===== src/hw/rtl/bbf_pkg.sv =====
// Shared types, constants and sizes for the blocked Bloom filter.
package bbf_pkg;

  localparam int NUM_BLOCKS     = 64;
  localparam int BITS_PER_BLOCK = 512;
  localparam int WORD_BITS      = 64;

  localparam int BLK_W  = $clog2(NUM_BLOCKS);
  localparam int OFF_W  = $clog2(BITS_PER_BLOCK);
  localparam int BIT_W  = $clog2(WORD_BITS);
  localparam int WPB_W  = OFF_W - BIT_W;
  localparam int WORDS  = (NUM_BLOCKS * BITS_PER_BLOCK) / WORD_BITS;
  localparam int ADDR_W = $clog2(WORDS);

  localparam int HASH_W = 64;
  localparam int STEP_LSB = 32;
  localparam int HC_W   = 6;
  localparam logic [HC_W-1:0] HC_RESET = HC_W'(4);
  localparam int CNT_W  = 32;

  localparam int QDEPTH = 2;
  localparam int QPTR_W = $clog2(QDEPTH);
  localparam int QCNT_W = $clog2(QDEPTH + 1);

  typedef enum logic [1:0] {
    OP_ADD   = 2'd0,
    OP_TEST  = 2'd1,
    OP_CLEAR = 2'd2,
    OP_NOP   = 2'd3
  } op_e;

  typedef enum logic [2:0] {
    BK_INIT,
    BK_IDLE,
    BK_READ,
    BK_CHECK,
    BK_CLEAR
  } bk_state_e;

  typedef struct packed {
    op_e              op;
    logic [BLK_W-1:0] blk;
    logic [OFF_W-1:0] off;
    logic [OFF_W-1:0] step;
    logic [HC_W-1:0]  probes;
  } item_t;

  typedef struct packed {
    logic init_busy;
  } bk_status_t;

endpackage


===== src/hw/rtl/bbf_front.sv =====
// Command front end: accepts commands, holds the probe count, prepares queue entries.
module bbf_front (
  input  logic                      clk_i,
  input  logic                      rst_ni,
  input  logic                      start,
  output logic                      busy,
  input  logic [1:0]                op_i,
  input  logic [bbf_pkg::HASH_W-1:0] hash_a_i,
  input  logic [bbf_pkg::HASH_W-1:0] hash_b_i,
  input  logic                      cfg_valid_i,
  output logic                      cfg_ready_o,
  input  logic [bbf_pkg::HC_W-1:0]  cfg_data_i,
  input  logic                      q_full_i,
  input  bbf_pkg::bk_status_t       bk_status_i,
  output logic                      push_o,
  output bbf_pkg::item_t            item_o
);

  logic [bbf_pkg::HC_W-1:0] hash_count_q;
  logic [bbf_pkg::HC_W-1:0] hash_count_d;

  assign cfg_ready_o = 1'b1;
  assign busy        = q_full_i | bk_status_i.init_busy;
  assign push_o      = start & ~busy;

  always_comb begin
    hash_count_d = hash_count_q;
    if (cfg_valid_i && cfg_ready_o) begin
      hash_count_d = cfg_data_i;
    end
  end

  always_ff @(posedge clk_i or negedge rst_ni) begin
    if (!rst_ni) begin
      hash_count_q <= bbf_pkg::HC_RESET;
    end else begin
      hash_count_q <= hash_count_d;
    end
  end

  always_comb begin
    item_o.op     = bbf_pkg::op_e'(op_i);
    item_o.blk    = hash_a_i[bbf_pkg::BLK_W-1:0];
    item_o.off    = hash_b_i[bbf_pkg::OFF_W-1:0];
    item_o.step   = (hash_a_i[bbf_pkg::STEP_LSB +: bbf_pkg::OFF_W]
                     ^ hash_b_i[bbf_pkg::OFF_W-1:0])
                    | bbf_pkg::OFF_W'(1);
    item_o.probes = hash_count_q;
  end

endmodule


===== config.mk =====
export PLATFORM = sky130hd
export DESIGN_NAME = bbf_front
export DESIGN_NICKNAME = d
export VERILOG_FILES = /design/src/hw/rtl/bbf_pkg.sv /design/src/hw/rtl/bbf_front.sv
export SDC_FILE = /design/constraint.sdc
export NUM_CORES = 1
export LEC_CHECK = 0
export BUFFER_PORTS_ARGS = -buffer_cell sky130_fd_sc_hd__buf_2
export CAP_MARGIN = 20
export CORE_AREA = 2 2 69 71
export CTS_CLUSTER_SIZE = 24
export DETAILED_ROUTE_END_ITERATION = 12
export DIE_AREA = 0 0 71 73
export GPL_ROUTABILITY_DRIVEN = 0
export HOLD_SLACK_MARGIN = 0.06
export SYNTH_ARGS = -nofsm -noshare
export SYNTH_HDL_FRONTEND = slang
export SYNTH_SLANG_ARGS = --single-unit

===== constraint.sdc =====
create_clock -name clk_i -period 0.85 [get_ports clk_i]
set_input_delay 0.085 -clock clk_i [delete_from_list [all_inputs] [get_ports clk_i]]
set_output_delay 0.085 -clock clk_i [all_outputs]
set_load 0.005 [all_outputs]

# Word-level counts from Yosys, hierarchy flattened
# Index checks and enable logic that the tools add are counted.
dict set report word_totals {
  reg_bits 6
  inputBits 142
  out_inout_bits 35
  elab_cells 5
}
dict set report classes {
  n_bitwise 4
}
# cell n
set ops {}
lappend ops {{bitwise XOR 9 bit} 1}
lappend ops {{AND 1 bit} 1}
lappend ops {{inverter 1 bit} 1}
lappend ops {{OR 1 bit} 1}

# Logic depth before layout (Yosys ltp)
dict set report depth {
  ltp_word 3
  mapped_depth 2
  depth_no_buf 1
}

# Worst setup path before layout
# Ideal clock, no wire load.
dict set report synth_timing {
  kind {reg-to-reg}
  start {register, netlist name hash_count_q[0]}
  end {register hash_count_q[0] in the netlist's numbering}
  setup_ps 125
  arrival_time_ps 623
  required_time_ps 725
  setup_slack_ps 102
  stages_incl_launch_ff 2
  path_buffers 0
  period_less_slack_ps 748
  path_cell_list {dfrtp_1 mux2_4}
}
# item line
set synth_rtl {}
lappend synth_rtl {{end signal: assignment} bbf_front.sv:35} ;# hash_count_q <= bbf_pkg::HC_RESET;
lappend synth_rtl {{end signal: assignment} bbf_front.sv:37} ;# hash_count_q <= hash_count_d;
lappend synth_rtl {{end: declaration} bbf_front.sv:19} ;# logic [bbf_pkg::HC_W-1:0] hash_count_q;

# Worst setup path in the final report
dict set report layout_timing {
  start {register hash_count_q[2] in the netlist's numbering}
  end {output port item_o[2] in the netlist's numbering}
}
# item line
set layout_rtl {}
lappend layout_rtl {{end: declaration} bbf_front.sv:16} ;# output bbf_pkg::item_t item_o
# No word-level cell between the ends.

==> run metrics <==
Most flops, register hash_count_q; Cells after Synth 43; final setup vio count 1; CP delay by family, top flip-flops; Top Ports 177; Mapped Area 483 µm²; Pwr Total 1.06 mW; Reg clk slew, reported paths 40 ps; Setup Buffers After CTS 0; maximum clock frequency 1080 MHz; Lkg Pwr 0.391 nW; latest clock arrival within the worst-skew pair 220 ps; vias in the first global route 372; clk root buf clkbuf_8; antenna diode count 0; Internal 0.808 mW; Slew Viols, Final 0; Overflow after GRT 0; Clock Tree Buf Depth 2; max cap viols 0; CTS Buf Count 3; Filler cells 515; share of the synthesized area in the top cell type 0.295; drt total wl 1360 µm; Core Area 4540 µm²; min-delay src cfg_data_i[1]; post-route ant nets 0; TritonCTS clock tree done; post-DR wirelength/cell 10.1 µm; max reg flops 6; Clock Skew 0 ps; Hold Path End hash_count_q[1]; commonest cells in the netlist 19 x buf_4, 8 x xor2_1, 6 x mux2_4; area grow syn2layout 47.2%; arrival time worst endpoint 840 ps; Setup WS post-layout -74.6 ps; # nets final 223; CP Cell Sequence buf_2; dpl hpwl 1190 µm; post-placement cell area 656 µm²; dpl ws 87.7 ps; switching share of power 0.241; largest net degree at the start of global routing 7; reg-to-reg startpoint hash_count_q[4]; EDFF count, synth 0; Die Footprint 5180 µm²; top-count cell post-synth buf_4; post-synthesis sequential area ratio 0.313; worst hold stages 2; CP peak stage delay 520 ps; number of I/O port buffers 51; DRT iter0 DRCs 13; crit path time final 925 ps; YS warnings 0; first-pass GRT wire length 1970 µm; kind of critical path flip-flop to output port; endpoints failing hold 0; distinct cell type count after synthesis 9; RSZ-0062 raised after global routing true; vias per cell 3.03; Starting Density 0.106; worst reg2reg path depth 1; clock power share 0.428; setup_tns -74.6 ps; share of power burned in registers 0.314; ys flop type dfrtp_1; Synth area leader buf_4; combinational power share 0.258; via count 406; share of layout cells above drive strength 1 0.775; total track usage 0.0522; Chip Width 71 µm; design area 711 µm²; critical path's slowest cell dfstp_2; pwr/cell area 1500 nW/µm²; DRC 0; top flop regs hash_count_q (6); die height 73 µm; worst vdd ir 250 µV; Sink Count 6; Startpoint Class flip-flop; H-tree levels 1; Hold Crit Class input pin to flip-flop; std cell rows 25; area occupied by multi-input gates 181 µm²; syn avg cell area 11.2 µm²; sw power 0.256 mW; status finished, violations left; Crit Path Max Fanout 2; worst path required time 760 ps; Tcrit/Tclk final 1.09; 1st-pass router iterations 2; reg2reg setup slack 80 ps; FFs w/ async S/R, synth 1.00; initial antenna violation count 1; failing checks setup timing; Worst Path Buf+Inv 1; Seq. cell area 151 µm²; top post-synthesis cells by area buf_4 30%, dfrtp_1 26%, mux2_4 19%; FF+latch count, synth 6; post-cts sizing count 0; critical path capture point type output port; Core Util, Final 0.157; r2r endpoint hash_count_q[4]
worst max path at each step:
stage	end	startpoint	depth (start not counted)	slack (ps)
finish	item_o[2]	hash_count_q[2]	1	-70
global route	item_o[2]	hash_count_q[2]	1	-90
CTS	item_o[2]	hash_count_q[2]	1	-80
detailed placement	hash_count_q[4]	hash_count_q[4]	1	90
global placement	hash_count_q[3]	hash_count_q[3]	1	100
floorplan	hash_count_q[0]	hash_count_q[0]	1	100
power by group through the flow:
stage	logic, mW	registers, mW	clock network, mW
after detailed placement	0.275	0.336	0
after global routing	0.303	0.338	0.492
after floorplan	0.167	0.340	0
after CTS	0.280	0.335	0.470
final	0.275	0.334	0.456
after global placement	0.270	0.335	0
stage by stage:
step,std cells,hold WS (ps)
6_report,134,95.2
5_1_grt,134,92.0
3_3_place_gp,129,-88.4
3_5_place_dp,129,-83.5
4_1_cts,134,91.7
2_1_floorplan,44,-211
cell type report:
type                    count  area share
clock buffers               4      0.0634
well taps                  54      0.0951
multi-input cells          18       0.255
flip-flops and latches      6       0.213
repair buffers             52       0.373
repair_timing:
action / CTS / global route
endpoints found under the setup margin: 1 / 3
hold buffers: 1 / 0
gates cloned: 0 / 0
endpoints found under the hold margin: 6 / 0
layout by cell type, fill, tap and decap left out:
cell type,count
buf_2,51
clkbuf_1,1
clkbuf_8,3
conb_1,2
dfrtp_1,5
dfstp_2,1
dlygate4sd3_1,1
mux2_4,6
nor3b_1,1
or2_2,1
xor2_1,8
routing by layer:
metal / GRT usage / wire length (µm)
met5: 0 / 16
met4: 0.0294 / 11
met3: 0.0594 / 392
met2: 0.0592 / 444
met1: 0.0556 / 491
logic make-up after synthesis:
kind of cell,after synthesis,share of synthesized area
buf+inv,20,0.319
xor+xnor,8,0.145
mux,6,0.187
flops,6,0.313
simple gates,2,0.0285
other cells,1,0.00776
(Power assumes the default switching activity.)
