$ cat config.mk
export PLATFORM = sky130hd
export DESIGN_NAME = bbf_queue
export DESIGN_NICKNAME = d
export VERILOG_FILES = /design/src/hw/rtl/bbf_pkg.sv /design/src/hw/rtl/bbf_queue.sv
export SDC_FILE = /design/constraint.sdc
export NUM_CORES = 1
export LEC_CHECK = 0
export BUFFER_PORTS_ARGS = -buffer_cell sky130_fd_sc_hd__buf_2
export CAP_MARGIN = 40
export CORE_UTILIZATION = 52
export CTS_CLUSTER_DIAMETER = 40
export DETAILED_ROUTE_END_ITERATION = 10
export GPL_ROUTABILITY_DRIVEN = 0
export HOLD_SLACK_MARGIN = 0.12
export PLACE_DENSITY_LB_ADDON = 0.25
export SLEW_MARGIN = 20
export SYNTH_ARGS = -nofsm -noshare
export SYNTH_HDL_FRONTEND = slang
export SYNTH_SLANG_ARGS = --single-unit
$ cat constraint.sdc
create_clock -name clk_i -period 2.96 [get_ports clk_i]
set_input_delay 0.592 -clock clk_i [delete_from_list [all_inputs] [get_ports clk_i]]
set_output_delay 0.592 -clock clk_i [all_outputs]
set_load 0.01 [all_outputs]
$ cat src/hw/rtl/bbf_pkg.sv
// Shared types, constants and sizes for the blocked Bloom filter.
package bbf_pkg;

  localparam int NUM_BLOCKS     = 64;
  localparam int BITS_PER_BLOCK = 512;
  localparam int WORD_BITS      = 64;

  localparam int BLK_W  = $clog2(NUM_BLOCKS);
  localparam int OFF_W  = $clog2(BITS_PER_BLOCK);
  localparam int BIT_W  = $clog2(WORD_BITS);
  localparam int WPB_W  = OFF_W - BIT_W;
  localparam int WORDS  = (NUM_BLOCKS * BITS_PER_BLOCK) / WORD_BITS;
  localparam int ADDR_W = $clog2(WORDS);

  localparam int HASH_W = 64;
  localparam int STEP_LSB = 32;
  localparam int HC_W   = 6;
  localparam logic [HC_W-1:0] HC_RESET = HC_W'(4);
  localparam int CNT_W  = 32;

  localparam int QDEPTH = 2;
  localparam int QPTR_W = $clog2(QDEPTH);
  localparam int QCNT_W = $clog2(QDEPTH + 1);

  typedef enum logic [1:0] {
    OP_ADD   = 2'd0,
    OP_TEST  = 2'd1,
    OP_CLEAR = 2'd2,
    OP_NOP   = 2'd3
  } op_e;

  typedef enum logic [2:0] {
    BK_INIT,
    BK_IDLE,
    BK_READ,
    BK_CHECK,
    BK_CLEAR
  } bk_state_e;

  typedef struct packed {
    op_e              op;
    logic [BLK_W-1:0] blk;
    logic [OFF_W-1:0] off;
    logic [OFF_W-1:0] step;
    logic [HC_W-1:0]  probes;
  } item_t;

  typedef struct packed {
    logic init_busy;
  } bk_status_t;

endpackage

$ cat src/hw/rtl/bbf_queue.sv
// Short command queue between the front end and the probe engine.
module bbf_queue (
  input  logic           clk_i,
  input  logic           rst_ni,
  input  logic           push_i,
  input  bbf_pkg::item_t item_i,
  input  logic           pop_i,
  output bbf_pkg::item_t head_o,
  output logic           full_o,
  output logic           empty_o
);

  bbf_pkg::item_t                 entry_q [bbf_pkg::QDEPTH];
  logic [bbf_pkg::QPTR_W-1:0]     wr_ptr_q, wr_ptr_d;
  logic [bbf_pkg::QPTR_W-1:0]     rd_ptr_q, rd_ptr_d;
  logic [bbf_pkg::QCNT_W-1:0]     cnt_q, cnt_d;
  logic                           do_push;
  logic                           do_pop;

  assign full_o  = (cnt_q == bbf_pkg::QCNT_W'(bbf_pkg::QDEPTH));
  assign empty_o = (cnt_q == '0);
  assign head_o  = entry_q[rd_ptr_q];
  assign do_push = push_i & ~full_o;
  assign do_pop  = pop_i & ~empty_o;

  always_comb begin
    wr_ptr_d = wr_ptr_q;
    rd_ptr_d = rd_ptr_q;
    cnt_d    = cnt_q;
    if (do_push) begin
      wr_ptr_d = (wr_ptr_q == bbf_pkg::QPTR_W'(bbf_pkg::QDEPTH - 1)) ? '0
                 : wr_ptr_q + bbf_pkg::QPTR_W'(1);
    end
    if (do_pop) begin
      rd_ptr_d = (rd_ptr_q == bbf_pkg::QPTR_W'(bbf_pkg::QDEPTH - 1)) ? '0
                 : rd_ptr_q + bbf_pkg::QPTR_W'(1);
    end
    if (do_push && !do_pop) begin
      cnt_d = cnt_q + bbf_pkg::QCNT_W'(1);
    end else if (do_pop && !do_push) begin
      cnt_d = cnt_q - bbf_pkg::QCNT_W'(1);
    end
  end

  always_ff @(posedge clk_i or negedge rst_ni) begin
    if (!rst_ni) begin
      wr_ptr_q <= '0;
      rd_ptr_q <= '0;
      cnt_q    <= '0;
    end else begin
      wr_ptr_q <= wr_ptr_d;
      rd_ptr_q <= rd_ptr_d;
      cnt_q    <= cnt_d;
    end
  end

  always_ff @(posedge clk_i) begin
    if (do_push) begin
      entry_q[wr_ptr_q] <= item_i;
    end
  end

endmodule

Word-level counts from Yosys, hierarchy flattened --
Memory sizes are Yosys's and may differ from the RTL's. Index checks and enable logic that the tools add are counted.
Storage, ports and cells: flip-flop bits (word level) 4, latch bits 0, bits in writable memories 64, ROM bits 0, input port bits 36, output and inout bits 34, logic and storage cells 25, memories kept 1
Memory list:
- entry_q | depth 2, bits a word 32, rd ports 1, clocked after memory_dff 0, write ports 1, RTL line bbf_queue.sv:13 | bbf_pkg::item_t entry_q [bbf_pkg::QDEPTH];
Operators by class: $add $sub $neg 4, multiply operators 0, div/mod/pow operators 0, order comparisons 0, equal/unequal tests 1, shift operators 0, multiplexer cells 6, bitwise gates (word level) 4, reductions and logical operators 6
Operator list (number):
- $mux 1 | 4
- $mux 2 | 2
- $add 1x1->1 const B | 2
- $add 2x1->2 const B | 1
- $and 1x1->1 | 2
- $eq 2x2->1 const B | 1
- $logic_and 1x1->1 | 2
- $logic_not 1->1 | 2
- $logic_not 2->1 | 1
- $not 1->1 | 2
- $reduce_bool 2->1 | 1
- $sub 2x1->2 const B | 1

Longest topological paths before layout --
Gate-level depths: netlist of the first run.
depth after elaboration 7, mapped depth 7, depth with buffers taken out 7

Worst setup path before layout of the first run --
No wires, ideal clock.
kind input port to flip-flop, start point input push_i, end point memory entry_q[0][0] (netlist name), enable pin, setup time 0.421 ns, arrival time 2.035 ns, required time 2.539 ns, slack 0.504 ns, stages 2, path buffers 0, path through nand2_1 > nor2_1
On the way: cells in the longest elaborated chain, start to end 3
Ends and longest elaborated chain:
- from (decl) | RTL line bbf_queue.sv:5 | input logic push_i,
- $and 1x1->1 | RTL line bbf_queue.sv:23 | assign do_push = push_i & ~full_o;
- $mux 1 | RTL line bbf_queue.sv:58 | if (do_push) begin
- $mux 1 (not written as such) | RTL line bbf_queue.sv:59 | entry_q[wr_ptr_q] <= item_i;
- to (decl) | RTL line bbf_queue.sv:13
Every way passes these cells.

==> results of run 1 <==
## kinds of logic after synthesis
logic type / count (synthesis)
fa+ha+maj: 1
simple gates: 6
mux: 32
xor+xnor: 5
buf+inv: 6
flops: 68
compound gates: 1
## per-stage QoR
step,hold WS [ps],setup slack [ps],area (sq um),instances
floorplan,296,504,2660,119
global placement,403,1030,3080,256
detailed placement,406,1010,3080,256
CTS,430,635,3300,273
global route,426,584,3300,273
finish,445,656,3300,273
## flip-flops by register name, indices dropped and copies added (netlist names)
register / count
wr_ptr_q: 1
entry_q: 64
rd_ptr_q: 1
cnt_q: 2
## routing by layer
layer,share of wire,vias up,global-route usage
met5,0,-,0
met4,0.025,0,0.115
met3,0.057,12,0.0508
met2,0.53,54,0.283
met1,0.39,636,0.190
li1,-,622,-
## worst min path at each step
stage / from / to / slack (ps) / depth (start not counted)
final: item_i[3] / entry_q[1][3]$_DFFE_PP_ / 440 / 1
after global routing: item_i[6] / entry_q[1][6]$_DFFE_PP_ / 430 / 1
after CTS: item_i[2] / entry_q[0][2]$_DFFE_PP_ / 430 / 1
after detailed placement: rst_ni / cnt_q[0]$_DFFE_PN0P_ / 410 / 1
after global placement: rst_ni / cnt_q[1]$_DFFE_PN0P_ / 400 / 1
after floorplan: rst_ni / cnt_q[0]$_DFFE_PN0P_ / 300 / 0
## cell type report
cell class / instances / area (sq um) / area share
sequential: 68 / 2020 / 0.612
multi-input combinational: 45 / 566 / 0.171
tap: 67 / 83.8 / 0.0254
timing repair buffer: 75 / 405 / 0.123
clock inverter: 4 / 72.6 / 0.0220
inverter: 2 / 7.51 / 0.00227
clock buffer: 12 / 145 / 0.0439
## worst max-delay path: stages, from the launching register on
cell	delay, ps
dfrtp_2	620
buf_12	250
mux2_2	350
buf_2	140
## synthesized netlist by cell type
cell type	number	area, sq um
ha_1	1	12.5
nand2b_1	1	6.26
o21ai_1	1	5.00
mux2_4	29	435
nand2_1	1	3.75
xnor2_1	3	26.3
nor2_1	3	11.3
and3_1	1	6.26
buf_6	1	11.3
buf_12	3	60.1
edfxtp_1	64	1920
xor2_1	2	17.5
dfrtp_1	4	100
inv_1	2	7.51
mux2_2	3	33.8
## cells in the final DEF, fill, tap and decap left out
cell type | netlist | final
buf_2 | 0 | 69
edfxtp_1 | 64 | 64
mux2_4 | 29 | 29
clkbuf_8 | 0 | 10
buf_4 | 0 | 4
mux2_2 | 3 | 3
xnor2_1 | 3 | 3
dfrtp_1 | 4 | 3
inv_1 | 2 | 2
nor2_1 | 3 | 2
xor2_1 | 2 | 2
bufinv_16 | 0 | 2
clkbuf_1 | 0 | 2
nand2b_1 | 1 | 1
nand2_1 | 1 | 1
o21ai_1 | 1 | 1
and3_1 | 1 | 1
nor2_4 | 0 | 1
ha_1 | 1 | 1
clkinvlp_4 | 0 | 1
clkinv_2 | 0 | 1
dlygate4sd3_1 | 0 | 1
buf_12 | 3 | 1
dfrtp_2 | 0 | 1
## power groups by stage
stage	logic (mW)	registers, mW	clock network [mW]
3_3_place_gp	1.04	1.45	0
6_report	1.06	1.44	0.819
5_1_grt	1.14	1.46	0.877
3_5_place_dp	1.07	1.47	0
4_1_cts	1.08	1.45	0.832
2_1_floorplan	0.839	1.40	0
==> summary.md, run 1 <==
| Metric | Value |
|---|---|
| H-Tree Depth | 3 |
| WL per Instance | 15.6 um |
| Clock Sinks | 68 |
| CTS tree | built |
| R2R setup slack | 1140 ps |
| Critical Path Fanout Max | 21 |
| Setup CP Type | flip-flop to output pin |
| DRC Markers | 0 |
| Largest family of logic cells by synthesized area | multiplexers |
| GRT Overall Usage | 0.171 |
| Clock Latency Late Sink | 330 ps |
| FF-to-FF Start | cnt_q[0]$_DFFE_PN0P_ |
| Syn Inst Count | 119 |
| Reg2reg end | entry_q[0][22]$_DFFE_PP_ |
| Clk pwr share | 0.247 |
| Synth warn | 0 |
| CP endpoint | head_o[9] |
| Clk pin slew, worst setup/hold paths | 70 ps |
| DP Wirelength | 2970 um |
| Root buffer cell | clkbuf_8 |
| Die width | 73.5 um |
| Final setup vio count | 0 |
| Core area | 4820 sq um |
| Util after Layout | 0.686 |
| CTS max path bufs | 2 |
| Post-Synth XOR/XNOR Area | 0.0165 |
| Hold Buf Count CTS | 1 |
| Vias | 1324 |
| Die height | 73.5 um |
| Site Rows | 25 |
| Final Critical Period | 2300 ps |
| Worst-Margin Slew | 585 ps |
| Compound-Gate Fraction of Synth Area | 0.00188 |
| Worst reg2reg path depth | 4 |
| Port Buffer Count | 69 |
| DR pass1 iterations | 4 |
| Layout Skew | 4.94 ps |
| Full die area | 5400 sq um |
| Post-route ant nets | 0 |
| Syn Nets | 156 |
| Req. time, crit path | 2370 ps |
| Relative slew margins | 0.609 |
| Peak VDD IR | 0.612 mV |
| Gr ovfl total | 0 |
| Leak | 1.36 nW |
| Synth Area in Simple Gates | 0.0104 |
| Post-Route WL | 4250 um |
| Initial DRC Count | 63 |
| Via/cell ratio | 4.85 |
| Mux share of post-synthesis cell area | 0.176 |
| Final #Nets | 238 |
| Share of cells above drive strength 1 | 0.592 |
| CP Capture Type | output pin |
| #FFs+latches synth | 68 |
| Post-CTS Resized | 0 |
| Switching pwr | 0.933 mW |
| Critical Path Source | rd_ptr_q$_DFFE_PN0P_ |
| PwrDens | 1000 nW/um^2 |
| Post-CTS setup buffers | 0 |
| Setup TNS Final | 0 ps |
| Sw frac | 0.281 |
| RSZ-0062 raised after global routing | false |
| Internal power | 2.39 mW |
| Final period util | 0.778 |
| Fin. max-slew vios | 0 |
| Post-Syn Area | 2660 sq um |
| Vias in the first global route | 1367 |
| Io pins | 70 |
| Hold Path Class | input pin to flip-flop |
| Fin. Hold Viols | 0 |
| Fill count | 343 |
| Outcome | finished clean |
| Seq/Total Area, Yosys | 0.760 |
| Post-synth cell types | 15 |
| Layout area overhead | 24.2% |
| Startpoint Class | flip-flop |
| Tot Pwr | 3.32 mW |
| MaxCap Viol Count | 0 |
| TritonCTS Buffers | 9 |
| Crit path DAT | 1710 ps |
| Post-Syn Area per Cell | 22.3 sq um |
| Global-route wire length before repair | 6340 um |
| Antenna Cells | 0 |
| Sequential group share of total power | 0.435 |
| Initial Utilization | 0.552 |
| Initial antenna violation count | 0 |
| Logic pwr share | 0.319 |
| Pin count of the biggest net entering global routing | 22 |
| Fmax | 434 MHz |
| Post-Synth Adder-Cell Area | 0.00471 |
Power figures use the tool's default switching activity.
==> inputs of run 2 (changes only) <==
--- a/config.mk
+++ b/config.mk
@@ -7,7 +7,7 @@
 export LEC_CHECK = 0
 export BUFFER_PORTS_ARGS = -buffer_cell sky130_fd_sc_hd__buf_2
 export CAP_MARGIN = 40
-export CORE_UTILIZATION = 52
+export CORE_UTILIZATION = 47
 export CTS_CLUSTER_DIAMETER = 40
 export DETAILED_ROUTE_END_ITERATION = 10
 export GPL_ROUTABILITY_DRIVEN = 0
==> constraint.sdc (replaced) <==
create_clock -name clk_i -period 2.1 [get_ports clk_i]
set_input_delay 0.42 -clock clk_i [delete_from_list [all_inputs] [get_ports clk_i]]
set_output_delay 0.42 -clock clk_i [all_outputs]
set_load 0.01 [all_outputs]
==> run 2 against run 1 <==
The flow now finishes with violations (design-rule violations). Register-to-register slack got worse by 650 ps. Flip-flop and latch count unchanged. Via count decreased by 1.2%. First-iteration DRC count increased by 32%. Critical path depth unchanged. Highest routed layer unchanged.
==> summary.md, run 2 (synthesis results as in run 1) <==
| Metric | Value |
|---|---|
| Outcome | complete, but fails checks |
| Failing checks | design-rule violations |
| CTS tree | built |
| Pin count of the biggest net entering global routing | 23 (+4.5%) |
| Io pins | 70 (unchanged) |
| Full die area | 5960 sq um (+10%) |
| Sequential Area | 2030 sq um (+0.12%) |
| Final worst setup slack | 114 ps (-542 ps) |
| Fin. Hold Viols | 0 (unchanged) |
| Most common cell after layout, fill and taps aside | buf_2 |
| Fmax | 504 MHz |
| Final Cell Area | 3310 sq um (+0.30%) |
| DRC Markers | 2 (+2) |
| Clock Latency Late Sink | 330 ps (about the same) |
| Global-route wire length before repair | 6620 um (+4.5%) |
| Clock Sinks | 68 (unchanged) |
| GRT Overall Usage | 0.156 (-0.0150) |
| DR pass1 iterations | 7 (+3) |
| Critical Path Fanout Max | 11 (-48%) |
| Biggest register | entry_q |
| Clk pin slew, worst setup/hold paths | 70 ps (about the same) |
| Crit path DAT | 1570 ps (-140 ps) |
| Root buffer cell | clkbuf_8 |
| Antenna Cells | 0 (unchanged) |
| CP Capture Type | output pin |
| Die height | 77.2 um (+5.0%) |
| RSZ-0062 raised after global routing | false |
| Initial Utilization | 0.486 (-0.0661) |
| Crit-path leading delay family | flip-flops |
| Final Critical Period | 1990 ps |
| Port Buffer Count | 69 (unchanged) |
| Post-Route WL | 4140 um (-2.4%) |
| Biggest regs | entry_q (64), cnt_q (2) |
| Max incr delay on CP | 570 ps (-50 ps) |
| Final period util | 0.946 |
| Initial DRC Count | 83 (+32%) |
| Grt met3 use | 0.0512 (+0.000436) |
| Vias | 1308 (-1.2%) |
| Initial antenna violation count | 0 (unchanged) |
| CTS max path bufs | 2 (unchanged) |
| Site Rows | 27 (+8.0%) |
| Relative slew margins | 0.745 (+0.136) |
| Die width | 77.2 um (+5.0%) |
| PwrDens | 1400 nW/um^2 (+39%) |
| Worst-Margin Slew | 382 ps (-203 ps) |
| Peak VDD IR | 1.04 mV (+71%) |
| Vias in the first global route | 1393 (+1.9%) |
| Commonest cells after routing, fill and taps aside | buf_2, edfxtp_1, mux2_4 |
| DP Wirelength | 2830 um (-4.6%) |
| Number of buffers and inverters on the critical path | 2 (unchanged) |
| Post-route ant nets | 0 (unchanged) |
| Slowest CP cell | dfrtp_4 |
| Layout area overhead | 24.6% |
| Via/cell ratio | 4.71 (-3.0%) |
| H-Tree Depth | 3 (unchanged) |
| Busiest layer in global routing | met2 |
| Req. time, crit path | 1680 ps (-690 ps) |
| M2 GR Usage | 0.256 (-0.0276) |
| Layout Skew | 6.21 ps (+1.27 ps) |
| Hold Path Class | input pin to flip-flop |
| Fin. max-slew vios | 0 (unchanged) |
| Leak | 1.36 nW (about the same) |
| Gr ovfl total | 0 (unchanged) |
| Placed cell area | 3090 sq um (+0.61%) |
| WL per Instance | 14.9 um (-4.2%) |
| Fill count | 425 (+24%) |
| Startpoint Class | flip-flop |
| Post-place setup slack | 410 ps (-596 ps) |
| Critical Path, Cell by Cell | buf_4 > mux2_4 > buf_2 |
| Final setup vio count | 0 (unchanged) |
| Share of cells above drive strength 1 | 0.587 (-0.00485) |
| Met1 usage | 0.170 (-0.0197) |
| MaxCap Viol Count | 0 (unchanged) |
| Max reg flops | 64 (unchanged) |
| Setup TNS Final | 0 ps (unchanged) |
| Setup CP Type | flip-flop to output pin |
| TritonCTS Buffers | 9 (unchanged) |
| Core area | 5470 sq um (+14%) |
| Final #Nets | 238 (unchanged) |
| Area of the multi-input gates | 566 sq um (unchanged) |
| Post-CTS setup buffers | 0 (unchanged) |
[run 2: final timing paths]
kind,start,endpoint,slack (ps),cells after the start
max,rd_ptr_q$_DFFE_PN0P_,head_o[18],110,3
min,item_i[24],entry_q[1][24]$_DFFE_PP_,270,1
max reg2reg,cnt_q[0]$_DFFE_PN0P_,entry_q[0][29]$_DFFE_PP_,490,4
min reg2reg,cnt_q[1]$_DFFE_PN0P_,cnt_q[1]$_DFFE_PN0P_,560,1
max in group asynchronous,rst_ni,rd_ptr_q$_DFFE_PN0P_,1530,2
min in group asynchronous,rst_ni,wr_ptr_q$_DFFE_PN0P_,420,2
[run 2: stage by stage]
step | util | hold slack, ps | power (mW) | instances
2_1_floorplan | - | 124 | 3.16 | 119
3_3_place_gp | 0.565 | 226 | 3.53 | 261
3_5_place_dp | 0.565 | 240 | 3.60 | 261
4_1_cts | 0.605 | 252 | 4.70 | 278
5_1_grt | 0.605 | 254 | 4.88 | 278
6_report | 0.605 | 269 | 4.64 | 278
[run 2: where the power goes]
group	internal, mW	switching, mW	total [mW]	leakage [nW]
registers	1.87	0.155	2.02	0.640
clock network	0.648	0.439	1.09	0.104
logic	0.821	0.707	1.53	0.617
total	3.34	1.30	4.64	1.36
[run 2: worst register-to-register path, cell delays in order (launching register included)]
cell and delay, ps:
dfrtp_1 430, nand2b_1 170, nand2_1 140, nor2_4 340, buf_12 240
[run 2: final cells by class]
type / count / area share
Clock inverter: 1 / 0.00906
Timing Repair Buffer: 75 / 0.126
Sequential cell: 68 / 0.611
Clock buffer: 15 / 0.0532
Tap cell: 72 / 0.0272
Multi-Input combinational cell: 45 / 0.171
Inverter: 2 / 0.00227
[run 2: repair_timing]
item | in CTS | in global routing
resized for setup | 0 | 1
endpoints found under the hold margin | 4 | 0
hold buffers | 1 | 0
endpoints found under the setup margin | 0 | 1
[run 2: routing by layer]
metal	vias up	wire (um)
li1	619	-
met1	627	1660
met2	51	2100
met3	11	262
met4	0	121
met5	-	0
